File: src/rtl/mlcd_pkg.sv
// ----------------------------------------------------------------------------
// mlcd_pkg
// Shared types, command codes and reset values for the LCD command decoder.
// ----------------------------------------------------------------------------
package mlcd_pkg;

    // default geometry of the display ram
    localparam int PAGES_DEFAULT   = 8;
    localparam int COLUMNS_DEFAULT = 132;

    // item kinds on the input channel
    localparam logic [1:0] KIND_CMD  = 2'd0;
    localparam logic [1:0] KIND_DATA = 2'd1;
    localparam logic [1:0] KIND_SCAN = 2'd2;

    // operand wait codes
    localparam logic [1:0] PEND_NONE    = 2'd0;
    localparam logic [1:0] PEND_VOLUME  = 2'd1;
    localparam logic [1:0] PEND_BOOSTER = 2'd2;

    // command byte codes (base of each group)
    localparam logic [7:0] CMD_COL_LOW    = 8'h00;
    localparam logic [7:0] CMD_COL_HIGH   = 8'h10;
    localparam logic [7:0] CMD_RATIO      = 8'h20;
    localparam logic [7:0] CMD_POWER      = 8'h28;
    localparam logic [7:0] CMD_START_LINE = 8'h40;
    localparam logic [7:0] CMD_SEG_DIR    = 8'hA0;
    localparam logic [7:0] CMD_BIAS       = 8'hA2;
    localparam logic [7:0] CMD_ALL_ON     = 8'hA4;
    localparam logic [7:0] CMD_INVERSE    = 8'hA6;
    localparam logic [7:0] CMD_DISPLAY    = 8'hAE;
    localparam logic [7:0] CMD_PAGE       = 8'hB0;
    localparam logic [7:0] CMD_COM_DIR    = 8'hC0;
    localparam logic [7:0] CMD_VOLUME     = 8'h81;
    localparam logic [7:0] CMD_BOOSTER    = 8'hF8;
    localparam logic [7:0] CMD_RESET      = 8'hE2;

    // bit positions in the mode flags
    localparam int MODE_ON      = 0;
    localparam int MODE_SEG_REV = 1;
    localparam int MODE_COM_REV = 2;
    localparam int MODE_BIAS    = 3;
    localparam int MODE_INVERSE = 4;
    localparam int MODE_ALL_ON  = 5;

    localparam logic [5:0] VOLUME_RESET = 6'd32;

    // register file seen with every result
    typedef struct packed {
        logic [2:0] page;
        logic [7:0] column;
        logic [5:0] mode;
        logic [5:0] start_line;
        logic [2:0] power;
        logic [2:0] ratio;
        logic [5:0] volume;
        logic [1:0] booster;
        logic [1:0] pending;
    } t_regs;

    localparam t_regs REGS_RESET = '{
        page:       3'd0,
        column:     8'd0,
        mode:       6'd0,
        start_line: 6'd0,
        power:      3'd0,
        ratio:      3'd0,
        volume:     VOLUME_RESET,
        booster:    2'd0,
        pending:    PEND_NONE
    };

    // ram operation carried by a queued transaction
    typedef enum logic [1:0] {
        OP_NONE  = 2'd0,
        OP_WRITE = 2'd1,
        OP_READ  = 2'd2
    } t_op;

    // queued transaction without the ram address
    typedef struct packed {
        t_op        op;
        logic [7:0] data;
        t_regs      regs;
    } t_entry;

endpackage

File: src/rtl/mlcd_front.sv
// ----------------------------------------------------------------------------
// mlcd_front
// Accepts bus transactions, decodes command bytes into the register file and
// classifies each transaction into a ram write, a ram read or nothing.
// ----------------------------------------------------------------------------
module mlcd_front #(
    parameter int PAGES   = mlcd_pkg::PAGES_DEFAULT,
    parameter int COLUMNS = mlcd_pkg::COLUMNS_DEFAULT,
    parameter int AW      = $clog2(PAGES * COLUMNS)
) (
    input  logic              i_clk,
    input  logic              i_rst_n,
    input  logic              i_accept,
    input  logic [1:0]        i_kind,
    input  logic [7:0]        i_bus_byte,
    input  logic [2:0]        i_scan_page,
    input  logic [7:0]        i_scan_column,
    output mlcd_pkg::t_entry  o_entry,
    output logic [AW-1:0]     o_addr,
    output mlcd_pkg::t_regs   o_regs
);

    localparam logic [7:0] COL_LIMIT  = 8'(COLUMNS);
    localparam logic [3:0] PAGE_LIMIT = 4'(PAGES);

    mlcd_pkg::t_regs r_regs;
    mlcd_pkg::t_regs n_regs;
    mlcd_pkg::t_op   w_op;
    logic [2:0]      w_page_sel;
    logic [7:0]      w_col_sel;
    logic [7:0]      w_c;

    assign w_c = i_bus_byte;

    // command decode and pointer update
    always_comb begin
        n_regs     = r_regs;
        w_op       = mlcd_pkg::OP_NONE;
        w_page_sel = r_regs.page;
        w_col_sel  = r_regs.column;
        if (i_kind == mlcd_pkg::KIND_CMD) begin
            if (r_regs.pending == mlcd_pkg::PEND_VOLUME) begin
                n_regs.volume  = w_c[5:0];
                n_regs.pending = mlcd_pkg::PEND_NONE;
            end else if (r_regs.pending == mlcd_pkg::PEND_BOOSTER) begin
                n_regs.booster = w_c[1:0];
                n_regs.pending = mlcd_pkg::PEND_NONE;
            end else if (w_c[7:4] == mlcd_pkg::CMD_COL_LOW[7:4]) begin
                n_regs.column[3:0] = w_c[3:0];
            end else if (w_c[7:4] == mlcd_pkg::CMD_COL_HIGH[7:4]) begin
                n_regs.column[7:4] = w_c[3:0];
            end else if (w_c[7:3] == mlcd_pkg::CMD_RATIO[7:3]) begin
                n_regs.ratio = w_c[2:0];
            end else if (w_c[7:3] == mlcd_pkg::CMD_POWER[7:3]) begin
                n_regs.power = w_c[2:0];
            end else if (w_c[7:6] == mlcd_pkg::CMD_START_LINE[7:6]) begin
                n_regs.start_line = w_c[5:0];
            end else if (w_c[7:1] == mlcd_pkg::CMD_SEG_DIR[7:1]) begin
                n_regs.mode[mlcd_pkg::MODE_SEG_REV] = w_c[0];
            end else if (w_c[7:1] == mlcd_pkg::CMD_BIAS[7:1]) begin
                n_regs.mode[mlcd_pkg::MODE_BIAS] = w_c[0];
            end else if (w_c[7:1] == mlcd_pkg::CMD_ALL_ON[7:1]) begin
                n_regs.mode[mlcd_pkg::MODE_ALL_ON] = w_c[0];
            end else if (w_c[7:1] == mlcd_pkg::CMD_INVERSE[7:1]) begin
                n_regs.mode[mlcd_pkg::MODE_INVERSE] = w_c[0];
            end else if (w_c[7:1] == mlcd_pkg::CMD_DISPLAY[7:1]) begin
                n_regs.mode[mlcd_pkg::MODE_ON] = w_c[0];
            end else if (w_c[7:3] == mlcd_pkg::CMD_PAGE[7:3]) begin
                n_regs.page = w_c[2:0];
            end else if (w_c[7:4] == mlcd_pkg::CMD_COM_DIR[7:4]) begin
                n_regs.mode[mlcd_pkg::MODE_COM_REV] = w_c[3];
            end else if (w_c == mlcd_pkg::CMD_VOLUME) begin
                n_regs.pending = mlcd_pkg::PEND_VOLUME;
            end else if (w_c == mlcd_pkg::CMD_BOOSTER) begin
                n_regs.pending = mlcd_pkg::PEND_BOOSTER;
            end else if (w_c == mlcd_pkg::CMD_RESET) begin
                n_regs = mlcd_pkg::REGS_RESET;
            end
        end else if (i_kind == mlcd_pkg::KIND_DATA) begin
            // writes past the last column are dropped, off-screen pages store nothing
            if (r_regs.column < COL_LIMIT) begin
                if ({1'b0, r_regs.page} < PAGE_LIMIT) begin
                    w_op = mlcd_pkg::OP_WRITE;
                end
                n_regs.column = r_regs.column + 8'd1;
            end
        end else if (i_kind == mlcd_pkg::KIND_SCAN) begin
            w_page_sel = i_scan_page;
            w_col_sel  = i_scan_column;
            if (({1'b0, i_scan_page} < PAGE_LIMIT) && (i_scan_column < COL_LIMIT)) begin
                w_op = mlcd_pkg::OP_READ;
            end
        end
    end

    // ram address: page times row length plus column
    assign o_addr = AW'(32'(w_page_sel) * 32'(COLUMNS) + 32'(w_col_sel));

    always_comb begin
        o_entry.op   = w_op;
        o_entry.data = i_bus_byte;
        o_entry.regs = n_regs;
    end

    // register file
    always_ff @(posedge i_clk) begin
        if (!i_rst_n) begin
            r_regs <= mlcd_pkg::REGS_RESET;
        end else if (i_accept) begin
            r_regs <= n_regs;
        end
    end

    assign o_regs = r_regs;

endmodule

File: config.mk
export PLATFORM = sky130hd
export DESIGN_NAME = mlcd_front
export DESIGN_NICKNAME = d
export VERILOG_FILES = /design/src/rtl/mlcd_pkg.sv /design/src/rtl/mlcd_front.sv
export SDC_FILE = /design/constraint.sdc
export NUM_CORES = 1
export LEC_CHECK = 0
export ABC_AREA = 1
export BUFFER_PORTS_ARGS = -buffer_cell sky130_fd_sc_hd__buf_2
export CORE_MARGIN = 1
export CORE_UTILIZATION = 55
export DETAILED_ROUTE_END_ITERATION = 8
export HOLD_SLACK_MARGIN = 0.06
export PLACE_DENSITY = 0.87
export SYNTH_ARGS = -nofsm -noshare
export SYNTH_HDL_FRONTEND = slang
export SYNTH_SLANG_ARGS = --single-unit
File: constraint.sdc
create_clock -name i_clk -period 4.65 [get_ports i_clk]
set_input_delay 0 -clock i_clk [delete_from_list [all_inputs] [get_ports i_clk]]
set_output_delay 0 -clock i_clk [all_outputs]
set_load 0.05 [all_outputs]
# Yosys cells after proc, flatten, opt, wreduce, memory -nomap -nowiden
# Index checks and enable logic that the tools add are counted.
[totals] register_bits=39 elab_cells=195
[classes] order_cmp=2 add_sub_neg=2 n_reduce_logical=2 eq_ne=18 mux=161 mul=1
[op_table] op="$mux W36" count=14
[op_table] op="$mux W16" count=21
[op_table] op="$mux W27" count=11
[op_table] op="$mux W25" count=10
[op_table] op="$mux W23" count=10
[op_table] op="$mux W14" count=15
[op_table] op="$mux W26" count=7
[op_table] op="$mux W32" count=5
[op_table] op="$mux W12" count=12
[op_table] op="$mux W13" count=8
[op_table] op="$mux W37" count=2
[op_table] op="$mux W28" count=2
[op_table] op="$mux W8" count=6
[op_table] op="$mux W39" count=1
[op_table] op="$eq A7 B7 Y1 const B" count=5
[op_table] op="$mux W35" count=1
[op_table] op="$mux W29" count=1
[op_table] op="$eq A8 B8 Y1 const B" count=3
[op_table] op="$mux W24" count=1
[op_table] op="$mux W3" count=8
[op_table] op="$mux W22" count=1
[op_table] op="$mux W17" count=1
[op_table] op="$lt A8 B8 Y1 const B" count=2
[op_table] op="$mux W2" count=8
[op_table] op="18 further kinds" count=31

# Longest topological paths before layout
[depth] ltp_word=102 mapped_depth=14 mapped_depth_nobuf=13

# Least setup slack after synthesis
# Ideal clock, no wire load.
[synth_path] path_type="flip-flop to output port" startpoint="register r_regs, in the netlist o_regs[32]" endpoint="output port o_addr[9]" arrival_ns=2.632 path_buffers=1 path_stages_with_launch=12 t_required_ns=4.650 setup_slack_ns=2.018 cell_sequence="dfxtp_1 clkbuf_2 inv_1 o21ai_0 ha_1 nand3_1 nand3_1 nand2_1 nor2_1 nand2_1 a21oi_1 xor2_1"
[synth_via] elab_chain_cells=4
[synth_rtl] element="start: declaration" line="mlcd_front.sv:26" text="mlcd_pkg::t_regs r_regs;"
[synth_rtl] element="start signal: assignment" line="mlcd_front.sv:108" text="r_regs <= mlcd_pkg::REGS_RESET;"
[synth_rtl] element="start signal: assignment" line="mlcd_front.sv:110" text="r_regs <= n_regs;"
[synth_rtl] element="$mux W8" line="mlcd_front.sv:87" text="end else if (i_kind == mlcd_pkg::KIND_SCAN) begin"
[synth_rtl] element="$mux W8" line="mlcd_front.sv:79" text="end else if (i_kind == mlcd_pkg::KIND_DATA) begin"
[synth_rtl] element="$mux W8 *" line="mlcd_front.sv:41" text="if (i_kind == mlcd_pkg::KIND_CMD) begin"
[synth_rtl] element="$add A11 B8 Y11 *" line="mlcd_front.sv:97" text="assign o_addr = AW'(32'(w_page_sel) * 32'(COLUMNS) + 32'(w_col_sel));"
[synth_rtl] element="end: declaration" line="mlcd_front.sv:19" text="output logic [AW-1:0] o_addr,"
# Mark *: on every way between the ends. The rest lies on a longest branch, timed or not.

# Worst setup path after layout
# Ends and elaborated chain as after synthesis.

==> impl_metrics.py <==
metrics = {
    "cells_and_area": {
        "drive_gt1_share_pct": 23.5,
        "final_nets": 706,
        "multiInputGateArea_um2": 2030,
        "fillerInstances": 573,
        "regArea_um2": 781,
        "area_growth_pct": 19.5,
        "largest_register_ffs": 39,
        "diodes": 0,
    },
    "synthesis": {
        "syn-num-nets": 606,
        "ys_types": 35,
        "synth-compound-area-share_pct": 22.0,
        "avgSynthCellArea_um2": 5.82,
        "yosys.area_share.adder_pct": 2.46,
        "synth_edf_count": 0,
        "async_flop_share_pct": 0,
        "ys.flop_type": "dfxtp_1",
        "synth_top_family_by_area": "simple AND/OR/NAND/NOR gates",
        "ys_warn_count": 0,
        "synth_xor_area_share_pct": 1.57,
        "synth_mux_area_share_pct": 0,
        "ys_seq_elements": 39,
        "synthSimpleGateAreaFrac_pct": 34.4,
        "yosysSeqAreaShare_pct": 23.3,
        "postSynthCellCount": 576,
        "synth_area_um2": 3350,
    },
    "placed_design": {
        "place_ws_ns": 2.43,
        "routabilityCongestion": 0.983,
        "hpwl_um": 7430,
        "io_buffers": 122,
    },
    "worst_setup_path": {
        "crit_fanout": 9,
        "critical_path_required_ns": 4.65,
        "rr_startpoint": "o_regs[1]$_SDFFE_PN0P_",
        "worstSetupStartpointType": "register",
        "cp.arrival_ns": 2.56,
        "crit_path_end_kind": "primary output",
        "startpoint": "o_regs[32]$_SDFFE_PN0P_",
        "worst-setup-path-type": "register to primary output",
    },
    "detailed_routing": {
        "dr.first_iter.drc_count": 187,
        "vias_per_cell": 5.43,
        "vias": 4082,
        "met3_length_um": 778,
        "dr.max_layer_used": "met4",
        "wl_met2_um": 4920,
        "wire_per_inst_um": 13.3,
        "wl_met1_um": 4220,
        "drt-pass1-iter-count": 5,
        "final_antenna_net_count": 0,
        "totalWireLength_um": 10000,
        "post-route-drc-count": 0,
    },
    "timing": {
        "final.setup.worst_slack_ns": 2.09,
        "finalCriticalPeriod_ns": 2.56,
        "finalHoldViolations": 0,
        "maxSlewHeadroom_pct": 39.0,
        "final.period_utilization_pct": 55.1,
        "timing.fmax_ghz": 0.390,
        "worst_clock_skew_ns": 0.00483,
        "setup-violations-final": 0,
        "grt_setup_unrepaired": "no",
        "tightest_slew_ns": 0.910,
        "holdWs_ns": 0.0974,
        "tns_ns": 0,
        "slew_violations": 0,
    },
    "power": {
        "switchingPower_mw": 0.589,
        "pwr-share-comb_pct": 47.2,
        "ir_worst_vdd_v": 0.000199,
        "p_seq_share_pct": 31.6,
        "clkPwrFrac_pct": 21.2,
        "p_sw_share_pct": 48.8,
        "p_int_mw": 0.618,
        "p_per_area_nw_per_um2": 301,
        "p_leak_nw": 2.32,
        "power_mw": 1.21,
    },
    "clock_network": {
        "clkSinkCount": 39,
        "ctsLongestPathBuffers": 2,
        "post-cts-setup-buffer-count": 0,
        "clock-root-buffer": "clkbuf_8",
        "cts_buffers": 5,
        "postCtsHoldBufs": 0,
        "cts_tree": "yes",
        "htree_levels": 2,
        "clk_latency_ns": 0.29,
        "cts.repair.resized": 0,
        "clk_pin_slew_ns": 0.08,
    },
    "die": {
        "fp.dieArea_um2": 6420,
        "rows": 28,
        "io-pin-count": 123,
        "start_util_pct": 57.0,
        "fp.coreArea_um2": 5890,
        "die_w_um": 80.1,
        "die_y_um": 80.1,
    },
    "global_route": {
        "grt_pass1_wl_um": 15900,
        "grt_max_degree": 44,
        "grt_antenna_before_repair": 0,
        "grt-ovfl-total": 0,
        "grt_pass1_vias": 3621,
        "grtUsageTotal_pct": 31.1,
    },
    "job": {
        "max-cap-violations": 0,
    },
    "hold_path": {
        "hold_class": "input pin to register",
        "min_from": "i_rst_n",
    },
    "outcome": {
        "status": "complete, no violations",
    },
}
[critical path, stage by stage, from the launching register on]
cell     delay [ns]
dfxtp_1        0.50
inv_1          0.13
o21ai_0        0.28
ha_1           0.26
nand3_1        0.09
nand3_1        0.13
nand2_1        0.07
nor2_1         0.16
nand2_1        0.07
a21oi_1        0.16
xor2_1         0.15
buf_2          0.27
[logic make-up (layout without fill, tap and decap cells)]
| kind of cell | after synthesis | count (layout) |
|---|---|---|
| xor gates and xnor gates | 6 | 6 |
| adders and majority gates | 6 | 6 |
| AOI/OAI and AO/OA | 137 | 137 |
| DFF | 39 | 39 |
| buffers and inverters | 135 | 236 |
| and+or+nand+nor | 253 | 253 |
[area by class of cell]
type                       instances  area share, %
multi-input combinational        402           50.5
sequential                        39           19.5
timing repair buffer             122           15.2
inverter                         106           9.92
clock buffer                       8           2.50
tap                               75           2.34
[Yosys cell counts (2+ instances only)]
cell      instances  area (µm²)
o21ai_0          61         305
buf_4             9        67.6
dfxtp_1          39         781
nor2_1           46         173
buf_1             3        11.3
nor3_1            5        25.0
a21oi_1          38         190
clkbuf_1         12        45.0
inv_2             7        26.3
o22ai_1           6        37.5
o211ai_1          2        15.0
nor3_2            2        20.0
nand4_1           5        31.3
nand3_1          62         310
nand3_2           3        30.0
nor2_4            5        56.3
o21ai_1          23         115
inv_1            98         368
xor2_1            6        52.6
buf_2             4        20.0
nand2_1         117         439
nand2_2           4        25.0
ha_1              5        62.6
o21ai_2           3        26.3
[routing by layer]
layer | up-vias | track usage [%]
li1 | 2052 | -
met1 | 1834 | 37.2
met2 | 183 | 58.3
met3 | 13 | 3.75
met4 | 0 | 7.68
met5 | - | 0
[power groups by stage]
stage               clock network, mW  logic [mW]  registers, mW
floorplan                           0       0.372          0.465
global placement                    0       0.558          0.388
detailed placement                  0       0.566          0.389
CTS                             0.262       0.567          0.381
global route                    0.273       0.610          0.385
finish                          0.256       0.569          0.382
[worst paths after layout]
kind	to	slack, ns	depth (start not counted)
worst max-delay path	o_addr[9]	2.09	11
worst min-delay path	o_regs[27]$_SDFFE_PN0P_	0.1	3
worst max register to register	o_regs[10]$_SDFFE_PN0P_	2.89	11
worst min register to register	o_regs[9]$_SDFFE_PN1P_	0.50	2
[per-stage QoR]
stage | cells | utilization [%] | area [µm²]
after floorplan | 576 | - | 3350
after global placement | 744 | 66.4 | 3910
after detailed placement | 744 | 66.4 | 3910
after global routing | 752 | 68.1 | 4010
final | 752 | 68.1 | 4010
after CTS | 752 | 68.1 | 4010
[cells in the final DEF (no fill, tap or decap), drive strengths merged]
cell,instances
clkbuf,8
ha,5
inv,105
a21oi,39
nor3,7
clkinv,1
o21bai,1
nor4,1
nand3,65
dfxtp,39
o21ai,87
buf,122
o31ai,1
o22ai,7
nand2,122
nand4,5
o211ai,2
fa,1
xor2,6
nor2,53
Note: power is estimated with default switching activity, not from simulation.
