--- config.mk ---
export PLATFORM = sky130hd
export DESIGN_NAME = mlcd_fifo
export DESIGN_NICKNAME = d
export VERILOG_FILES = /design/src/rtl/mlcd_fifo.sv
export SDC_FILE = /design/constraint.sdc
export NUM_CORES = 1
export LEC_CHECK = 0
export BUFFER_PORTS_ARGS = -buffer_cell sky130_fd_sc_hd__buf_2
export CELL_PAD_IN_SITES_DETAIL_PLACEMENT = 0
export CELL_PAD_IN_SITES_GLOBAL_PLACEMENT = 1
export CORE_MARGIN = 10
export CORE_UTILIZATION = 43
export CTS_CLUSTER_DIAMETER = 80
export DETAILED_ROUTE_END_ITERATION = 10
export PLACE_DENSITY = 0.83
export SETUP_SLACK_MARGIN = 0.4
export SLEW_MARGIN = 5
export SYNTH_ARGS = -nofsm -noshare
export SYNTH_HDL_FRONTEND = slang
export SYNTH_SLANG_ARGS = --single-unit
export TNS_END_PERCENT = 30
--- constraint.sdc ---
create_clock -name i_clk -period 2.1 [get_ports i_clk]
set_input_delay 0.105 -clock i_clk [delete_from_list [all_inputs] [get_ports i_clk]]
set_output_delay 0.105 -clock i_clk [all_outputs]
set_load 0.01 [all_outputs]
--- src/rtl/mlcd_fifo.sv ---
// ----------------------------------------------------------------------------
// mlcd_fifo
// Two-entry queue between the decode front and the ram back end.
// ----------------------------------------------------------------------------
module mlcd_fifo #(
    parameter int WIDTH = 8
) (
    input  logic             i_clk,
    input  logic             i_rst_n,
    input  logic             i_push,
    input  logic [WIDTH-1:0] i_wdata,
    input  logic             i_pop,
    output logic [WIDTH-1:0] o_rdata,
    output logic             o_full,
    output logic             o_empty
);

    logic [WIDTH-1:0] r_mem [2];
    logic             r_wp;
    logic             r_rp;
    logic [1:0]       r_count;

    // storage
    always_ff @(posedge i_clk) begin
        if (i_push) begin
            r_mem[r_wp] <= i_wdata;
        end
    end

    // pointers and fill count
    always_ff @(posedge i_clk) begin
        if (!i_rst_n) begin
            r_wp    <= 1'b0;
            r_rp    <= 1'b0;
            r_count <= 2'd0;
        end else begin
            if (i_push) begin
                r_wp <= ~r_wp;
            end
            if (i_pop) begin
                r_rp <= ~r_rp;
            end
            if (i_push && !i_pop) begin
                r_count <= r_count + 2'd1;
            end else if (i_pop && !i_push) begin
                r_count <= r_count - 2'd1;
            end
        end
    end

    assign o_rdata = r_mem[r_rp];
    assign o_full  = (r_count == 2'd2);
    assign o_empty = (r_count == 2'd0);

endmodule

# Word level (Yosys, flattened, before mapping)
# Memory sizes are Yosys's and may differ from the RTL's. A register that Yosys moved wholly into a read port is not among the register bits.
# Index checks and enable logic that the tools add are counted.
# classes
add_sub_neg	2
eq_ne	1
mux	6
bitwise_logic	2
reduce_logical	6
# op_table
operator	n
2-to-1 mux 1 bit	4
2-to-1 mux 2 bit	2
adder 2 x 1 -> 2 bit (second input constant)	1
equality test 2 bit (second input constant)	1
logical AND 1 bit	2
logical NOT 1 bit	2
logical NOT 2 bit	1
NOT 1 bit	2
nonzero test 2 bit	1
subtractor 2 x 1 -> 2 bit (second input constant)	1
# word_totals
regBits	4
ramBits	16
in_bits	12
out_inout_bits	10
wordCells	21
n_memories	1
# mem_list
memory	depth	width	read_ports	rd_clocked_by_memory_dff	write_ports	line_no	source
r_mem	2	8	1	1	1	18	logic [WIDTH-1:0] r_mem [2];

# Logic depth before layout (Yosys ltp)
# Gate-level depths: netlist of run 1.
# logic_depth
depth_word	4
depth_mapped	5

# Least setup slack after synthesis of run 1
# Ideal clock, no wire load.
# synth_path
path_type	register to register
start	register r_wp
end	memory r_mem[0][0], enable pin
setup_ns	0.375
arrival_ns	0.730
t_required_ns	1.725
path_slack_ns	0.996
path_stages_with_launch	2
synth_period_minus_slack_ns	1.104
cell_sequence	dfxtp_1 nor2b_1
# synth_rtl
element	line_no	source
start: declaration	19	logic r_wp;
start signal: assignment	38	r_wp <= ~r_wp;
end: declaration	18	
# No word-level cell before the write port.

==> out/metrics.cfg, run 1 <==
[placement]
gp_congestion = 0.6116
port_buffers = 21
pre_cts_slack_ns = 0.8216
place_hpwl_um = 966.5

[grt]
grt.total_usage = 0.06715
busiest_layer = met2
grt.met1_usage = 0.07054
use_met3 = 0.04301
grt_max_degree = 12
grt_pass1_wl_mm = 2.125
grt_overflow = 0
grt_pass1_vias = 505
antenna_found_initial = 0
use_met2 = 0.1129

[floorplanning]
die-area_um2 = 3967
rows = 15
ios = 22
die_w_um = 62.99
die_h_um = 62.99
start_util = 0.4552
core_um2 = 1745

[yosys]
syn_area_per_cell_um2 = 16.90
synth_cell_types = 16
synth_cells = 47
synthFlopType = edfxtp_1
ys_seq_elements = 21
syn_area_um2 = 794.5
yosysSeqAreaShare = 0.7307
synth_nets = 60
async_flop_share = 0
synth-edff-count = 16
ys_warn_count = 0

[timing]
hold_viol_final = 0
setup_ws_ns = 0.6434
max_slew.worst_pin.slew_ns = 0.7336
hold_slack_ns = 0.06332
setup_viol = 0
finClkSkew_ns = 0.002424
period_needed_ns = 1.457
rsz0062_at_grt = no
tns_ns = 0
min_period_over_period = 0.6936
max-slew-margin-rel = 0.5100
slew_violations = 0
fmax_mhz = 686.5

[power_and_ir_drop]
p_leak_uw = 0.0004107
vdd_drop_max_v = 0.0005465
pwr_density_cell_nw_per_um2 = 766.1

[layout]
drive_above_1_share = 0.4177
final_common_cell = buf_2
final_nets = 93
synthToLayoutAreaGrowth_pct = 29.92
diodes = 0
layout_common_cells = buf_2, edfxtp_1, mux2_2, dlygate4sd3_1, dfxtp_1

[detailed_routing]
drt-initial-drc-count = 6
via_count = 457
wl_per_cell_um = 12.33
ant_nets = 0
route.detailed.drc = 0
dr.pass1.iters = 4
via_per_inst = 4.394
routed_wl_mm = 1.282

[worst_setup_path]
critPathLaunchType = register
cp_slowest_stage_delay_ns = 0.54
cp.arrival_ns = 1.35
cp.required_ns = 2.00
critPathCaptureType = output port
worstSetupPathType = register to output port
critPathSlowestCell = dfxtp_1
path_cells = mux2_2, buf_2
critical_path.max_fanout = 8

[cts]
htreeDepth = 1
postCtsHoldBufs = 7
worstSkewPairLatency_ns = 0.29
clk_pin_slew_worst_paths_ns = 0.10
numCtsBuffers = 3
post-cts-setup-buffers = 0
cts_tree = yes
cts_buffer_depth = 2
clock-sinks = 21
root_buffer = clkbuf_4
cts_resized = 0

[job]
maxCapViolations = 0

[hold_path]
worstHoldPathType = primary input to register

[run_status]
outcome = finished, final reports clean

[flip-flops by register name, summed over array words and instances, names as in the netlist, named ones only]
| register | count |
|---|---|
| r_count | 2 |
| r_wp | 1 |
| r_mem | 16 |
| r_rp | 1 |
[path summary, 6_finish.rpt]
| path | start | endpoint | slack, ns | cells after the start |
|---|---|---|---|---|
| hold / removal | i_rst_n | r_wp$_SDFFE_PN0P_ | 0.06 | 2 |
| setup / recovery | register | o_rdata[4] | 0.64 | 2 |
| setup reg to reg | r_wp$_SDFFE_PN0P_ | r_mem[0][5]$_DFFE_PP_ | 0.84 | 1 |
| hold reg to reg | r_count[1]$_SDFFE_PN0P_ | r_count[1]$_SDFFE_PN0P_ | 0.51 | 2 |
[layout make-up]
class	instances	area [µm²]
Clock buffer	4	26.28
Fill cell	156	713.2
Inverter	1	3.754
Multi-Input combinational cell	24	205.2
Sequential cell	21	580.6
Tap cell	25	31.28
Timing Repair Buffer	29	185.2
[critical path: cells and delay by family (launching register included)]
family,cells,cell delay [ns]
DFF,1,0.54
muxes,1,0.38
buffers and inverters,1,0.14
[where the power goes]
part,leakage (µW),switching (µW),total [µW],internal (µW)
combinational,0.000204,49.3,116,66.7
sequential,0.000192,16.1,492,475
clock,0.0000150,109,183,73.8
total,0.000411,175,791,616
[Yosys cell counts (all sizes together), types with 2 or more instances]
cell / count / area (µm²)
nor2b: 2 / 12.51
xor2: 2 / 17.52
mux2: 8 / 90.09
dfxtp: 5 / 100.1
and2: 4 / 25.02
edfxtp: 16 / 480.5
[per-layer routing]
metal,routed length [µm],up-vias
met5,0,-
met2,606,15
li1,-,235
met1,584,207
met3,91,0
met4,0,0
[cells by family (layout without fill, tap and decap cells)]
family          after synthesis  count (layout)  synth area share
fa+ha+maj                     1               1           0.01575
mux                           8               8            0.1134
compound gates                3               3           0.02520
flops                        21              21            0.7307
xor+xnor                      3               3           0.03308
buf+inv                       2              34           0.01101
simple gates                  9               9           0.07086
[stage by stage]
stage | power, µW | instances | cell area (µm²) | utilization
after detailed placement | 609.1 | 92 | 925.9 | 0.5305
final | 790.8 | 104 | 1032 | 0.5914
after global placement | 606.3 | 92 | 925.9 | 0.5305
after global routing | 829.8 | 104 | 1032 | 0.5914
after CTS | 797.2 | 103 | 1022 | 0.5857
after floorplan | 564.0 | 47 | 794.5 | -
No activity file was read; power rests on OpenSTA's default activity.
==> run 2, diff against run 1 <==
Settings changed: ABC_AREA set to 1, CORE_ASPECT_RATIO set to 0.7, CORE_UTILIZATION 43 to 35, PLACE_DENSITY 0.83 to 0.74.
Clock period 2.1 ns to 1.3 ns, I/O delays scaled along.
==> run 2 against run 1 <==
Clock power up 67%. Register-to-register slack worse by 0.47 ns. Synthesized area up 1.3%. Final area up 14%. Critical path depth unchanged. Via count up 14%. Routed wire length up 30%.
==> out/metrics.cfg, run 2 <==
[worst_setup_path]
cp.arrival_ns = 1.20
worstSetupPathType = register to output port
critPathLaunchType = register
cp_slowest_stage_delay_ns = 0.45
cp.required_ns = 1.24
path_cells = mux2_4, buf_6
critPathSlowestCell = dfxtp_4
rrSetupSlack_ns = 0.37
crit_family = flip-flops
worst-path-buf-inv = 1
critical_path.max_fanout = 8
critPathCaptureType = output port

[yosys]
synth.most_common_cell = edfxtp_1
synthAdderAreaFrac = 0.01555
synth_nets = 71
syn_area_um2 = 804.5
ys_top_cells_by_count = edfxtp_1, inv_1, mux2_2
synth-xor-area-share = 0.01089
synth_cells = 58
ys_seq_elements = 21
synth_cell_types = 16
syn_area_per_cell_um2 = 13.87
yosys-top-cells-area = edfxtp_1, dfxtp_1, mux2_2
synth_top_area_frac = 0.5972
ys_warn_count = 0
synth_compound_area_frac = 0.01244
synth_top_family_by_area = multiplexers
synth-simple-area-share = 0.07932
netlist.top_cell.by_area = edfxtp_1
async_flop_share = 0
muxShareOfSynthArea = 0.1120
synthFlopType = edfxtp_1
synth-edff-count = 16
yosysSeqAreaShare = 0.7216

[grt]
grt_max_degree = 12
grt_overflow = 0
antenna_found_initial = 0
grt.total_usage = 0.07436
grt_pass1_wl_mm = 2.656
grt_pass1_vias = 550

[placement]
numPlacedInstances = 110
port_buffers = 21
pre_cts_slack_ns = 0.1851
gp_congestion = 0.7282
place_hpwl_mm = 1.094

[layout]
layout_common_cells = edfxtp_1, buf_2, dlygate4sd3_1, mux2_4, buf_6
multi_input_area_um2 = 237.7
synthToLayoutAreaGrowth_pct = 46.66
largest_reg_flops = 16
post-route-util = 0.5432
top_register = r_mem
fillers = 196
regArea_um2 = 593.1
reg_top3 = r_mem x16, r_count x2
drive_above_1_share = 0.4835
diodes = 0
final_nets = 105
finalNonFillerCells = 123
final_common_cell = edfxtp_1

[floorplanning]
die_h_um = 60.12
start_util = 0.3704
die_w_um = 77.31
core_um2 = 2172
ios = 22
rows = 14
die-area_um2 = 4647

[cts]
numCtsBuffers = 3
cts_tree = yes
cts_buffer_depth = 2
htreeDepth = 1
root_buffer = clkbuf_4
clk_pin_slew_worst_paths_ns = 0.11
worstSkewPairLatency_ns = 0.30
clock-sinks = 21

[detailed_routing]
routed_wl_mm = 1.663
via_count = 522
wl_per_cell_um = 13.52
ant_nets = 0
via_per_inst = 4.244
drt-initial-drc-count = 28
route.detailed.drc = 0
dr.pass1.iters = 4

[timing]
rsz0062_at_grt = yes
period_needed_ns = 1.263
finClkSkew_ns = 0.002622
setup_viol = 0
max_slew.worst_pin.slew_ns = 0.2705
hold_slack_ns = 0.05407
max-slew-margin-rel = 0.8192
setup_ws_ns = 0.03733
fmax_mhz = 792.0
min_period_over_period = 0.9713
hold_viol_final = 0
tns_ns = 0
slew_violations = 0

[job]
maxCapViolations = 0

[power_and_ir_drop]
pwr_density_cell_nw_per_um2 = 1154
p_leak_uw = 0.0004946
vdd_drop_max_v = 0.0004965

[run_status]
outcome = finished, final reports clean

[hold_path]
worstHoldPathType = primary input to register

## run 2: through the flow
stage	power, µW	cell area, µm²
5_1_grt	1440	1180
2_1_floorplan	907.5	807.0
6_report	1361	1180
4_1_cts	1362	1147
3_5_place_dp	981.8	947.2
3_3_place_gp	976.6	947.2
## run 2: metal layers
layer | wire length (µm) | up-vias | track usage
met3 | 85 | 2 | 0.03443
met5 | 0 | - | 0
met1 | 672 | 237 | 0.07666
li1 | - | 260 | -
met4 | 25 | 0 | 0.03109
met2 | 880 | 23 | 0.1306
## run 2: worst min-delay path, stage by stage
cell	delay, ns
buf_2	0.10
xnor2_1	0.08
nor2_1	0.08
## run 2: cell type report
class	instances	area share
flip-flops and latches	21	0.5027
well taps	32	0.03393
repair buffers	30	0.2078
inverters	9	0.03181
clock buffers	4	0.02227
multi-input cells	27	0.2015
## run 2: what timing repair did
item                                    CTS  global route
setup buffers                             0             0
cloned                                    0             0
endpoints found under the setup margin   27            28
gates resized for setup                  18            12
pin swaps                                 0             4
hold buffers                              9             0
endpoints found under the hold margin    17             0
## run 2: where the power goes
part / internal, µW / switching [µW]
clock: 119 / 187
combinational: 147 / 103
sequential: 769 / 36.0
total: 1040 / 326
## run 2: cells by family after synthesis
kind of cell	count (synthesis)
simple gates	15
buf+inv	10
compound gates	2
mux	8
flops	21
xor+xnor	1
fa+ha+maj	1
## run 2: path summary, 6_finish.rpt
path | startpoint | to | cells after the start
setup / recovery | register | o_rdata[6] | 2
hold / removal | i_pop | register | 3
setup reg to reg | r_wp$_SDFFE_PN0P_ | r_wp$_SDFFE_PN0P_ | 3
hold reg to reg | r_count[0]$_SDFFE_PN0P_ | r_count[0]$_SDFFE_PN0P_ | 1
==> run 3, diff against run 2 <==
Settings changed: MAX_ROUTING_LAYER set to met4, RECOVER_POWER set to 100.
==> run 3 against run 2 <==
Clock skew fell by 0.0011 ns. Highest routed layer unchanged. Largest power group unchanged. Global-route usage is 0.22 points higher. Sequential power barely moved. Core utilization is 1.6 points lower. Routed wire length down 0.96%. Worst setup slack about the same. Non-clock buffer count stayed put.
==> out/metrics.cfg, run 3 (same netlist as run 2, synthesis figures left out) <==
[run_status]
outcome = finished, final reports clean

[timing]
max-slew-margin-rel = 0.6956
min_period_over_period = 0.9709
max_slew.worst_pin.slew_ns = 0.4561
finClkSkew_ns = 0.001531
fmax_mhz = 792.3
setup_viol = 0
period_needed_ns = 1.262
slew_violations = 0
hold_slack_ns = 0.05134
rsz0062_at_grt = yes
hold_viol_final = 0

[layout]
fillers = 202
layout_common_cells = edfxtp_1, clkbuf_1, dlygate4sd3_1, mux2_4, buf_6
final_common_cell = edfxtp_1
post-route-util = 0.5271
multi_input_area_um2 = 217.7
reg_top3 = r_mem x16, r_count x2
synthToLayoutAreaGrowth_pct = 42.30
top_register = r_mem
final_nets = 105
drive_above_1_share = 0.3407
diodes = 0
regArea_um2 = 591.8
largest_reg_flops = 16

[hold_path]
worstHoldPathType = primary input to register
hold_start = i_pop
whs_path_depth = 3

[cts]
worstSkewPairLatency_ns = 0.30
numCtsBuffers = 3
root_buffer = clkbuf_4
clk_pin_slew_worst_paths_ns = 0.11
htreeDepth = 1
clock-sinks = 21
cts_tree = yes
cts_buffer_depth = 2

[worst_setup_path]
path_depth = 2
r2r_end = r_wp$_SDFFE_PN0P_
rrSetupSlack_ns = 0.16
worst-path-buf-inv = 1
worstSetupPathType = register to output port
path_cells = mux2_4, buf_6
critPathSlowestCell = dfxtp_4
cp.arrival_ns = 1.20
critPathCaptureType = output port
cp_slowest_stage_delay_ns = 0.45
reg2reg_depth = 3
r2r-start = r_wp$_SDFFE_PN0P_
cp.required_ns = 1.24
critPathLaunchType = register
crit_family = flip-flops
critical_path.max_fanout = 8

[detailed_routing]
via_per_inst = 4.195
wl_per_cell_um = 13.39
route.detailed.drc = 0
dr.pass1.iters = 4
drt-initial-drc-count = 30
routed_wl_mm = 1.647
ant_nets = 0
via_count = 516

[power_and_ir_drop]
total_power_uw = 1346
pwr_density_cell_nw_per_um2 = 1175
p_leak_uw = 0.0004595
vdd_drop_max_v = 0.0004970

[grt]
grt_max_degree = 12
grt.total_usage = 0.07655
grt_pass1_vias = 551
grt_pass1_wl_mm = 2.649
antenna_found_initial = 0
grt_overflow = 0

[placement]
port_buffers = 21
place_hpwl_mm = 1.094
gp_congestion = 0.7370

[floorplanning]
die_h_um = 60.12
start_util = 0.3704
rows = 14
ios = 22
core_um2 = 2172
die-area_um2 = 4647
die_w_um = 77.31

[job]
maxCapViolations = 0

-- run 3: cell types whose count changed in the layout (fill, tap and decap cells not counted), sizes merged --
cell    delta
clkbuf     +9
buf        -9
-- run 3: what timing repair did --
action	4_1_cts	5_1_grt
pin swaps	0	4
resized for setup	18	12
hold endpoints to repair	17	0
setup buffers	0	0
gates cloned	0	0
setup endpoints to repair	27	28
hold buffers	9	0
-- run 3: worst min-delay path, delay by kind of cell --
kind	cells	cell delay [ns]
XOR/XNOR	1	0.08
buffers and inverters	1	0.10
AND/OR/NAND/NOR	1	0.08
-- run 3: final cells by class --
cell class | count | area share
flip-flops and latches | 21 | 0.5169
well taps | 32 | 0.03497
inverters | 9 | 0.03060
clock buffers | 4 | 0.02295
repair buffers | 30 | 0.2044
multi-input cells | 27 | 0.1902
-- run 3: worst max path at each step --
stage	from	to	slack, ns
after global routing	register	o_rdata[6]	-0.03
after floorplan	r_wp$_SDFFE_PN0P_	r_mem[0][0]$_DFFE_PP_	0.38
final	register	o_rdata[6]	0.04
after CTS	register	o_rdata[7]	0.02
after detailed placement	register	o_rdata[4]	0.19
after global placement	register	o_rdata[4]	0.18
-- run 3: layer usage --
metal | share of wire | GRT usage
met1 | 0.41 | 0.07752
met2 | 0.54 | 0.1306
met3 | 0.039 | 0.03293
met4 | 0.015 | 0.03109
met5 | 0 | -
-- run 3: through the flow --
step | cells | TNS (ns) | worst slack, ns | instance area (µm²)
floorplan | 58 | 0 | 0.3838 | 807.0
global placement | 110 | 0 | 0.1792 | 947.2
detailed placement | 110 | 0 | 0.1851 | 947.2
CTS | 123 | 0 | 0.01840 | 1147
global route | 123 | -0.2060 | -0.03354 | 1145
finish | 123 | 0 | 0.03779 | 1145
-- run 3: power by group --
part / internal [µW] / leakage [µW] / switching, µW / total [µW]
clock: 119 / 0.0000150 / 187 / 306
combinational: 139 / 0.000251 / 99.2 / 238
sequential: 768 / 0.000194 / 33.5 / 802
total: 1030 / 0.000460 / 319 / 1350
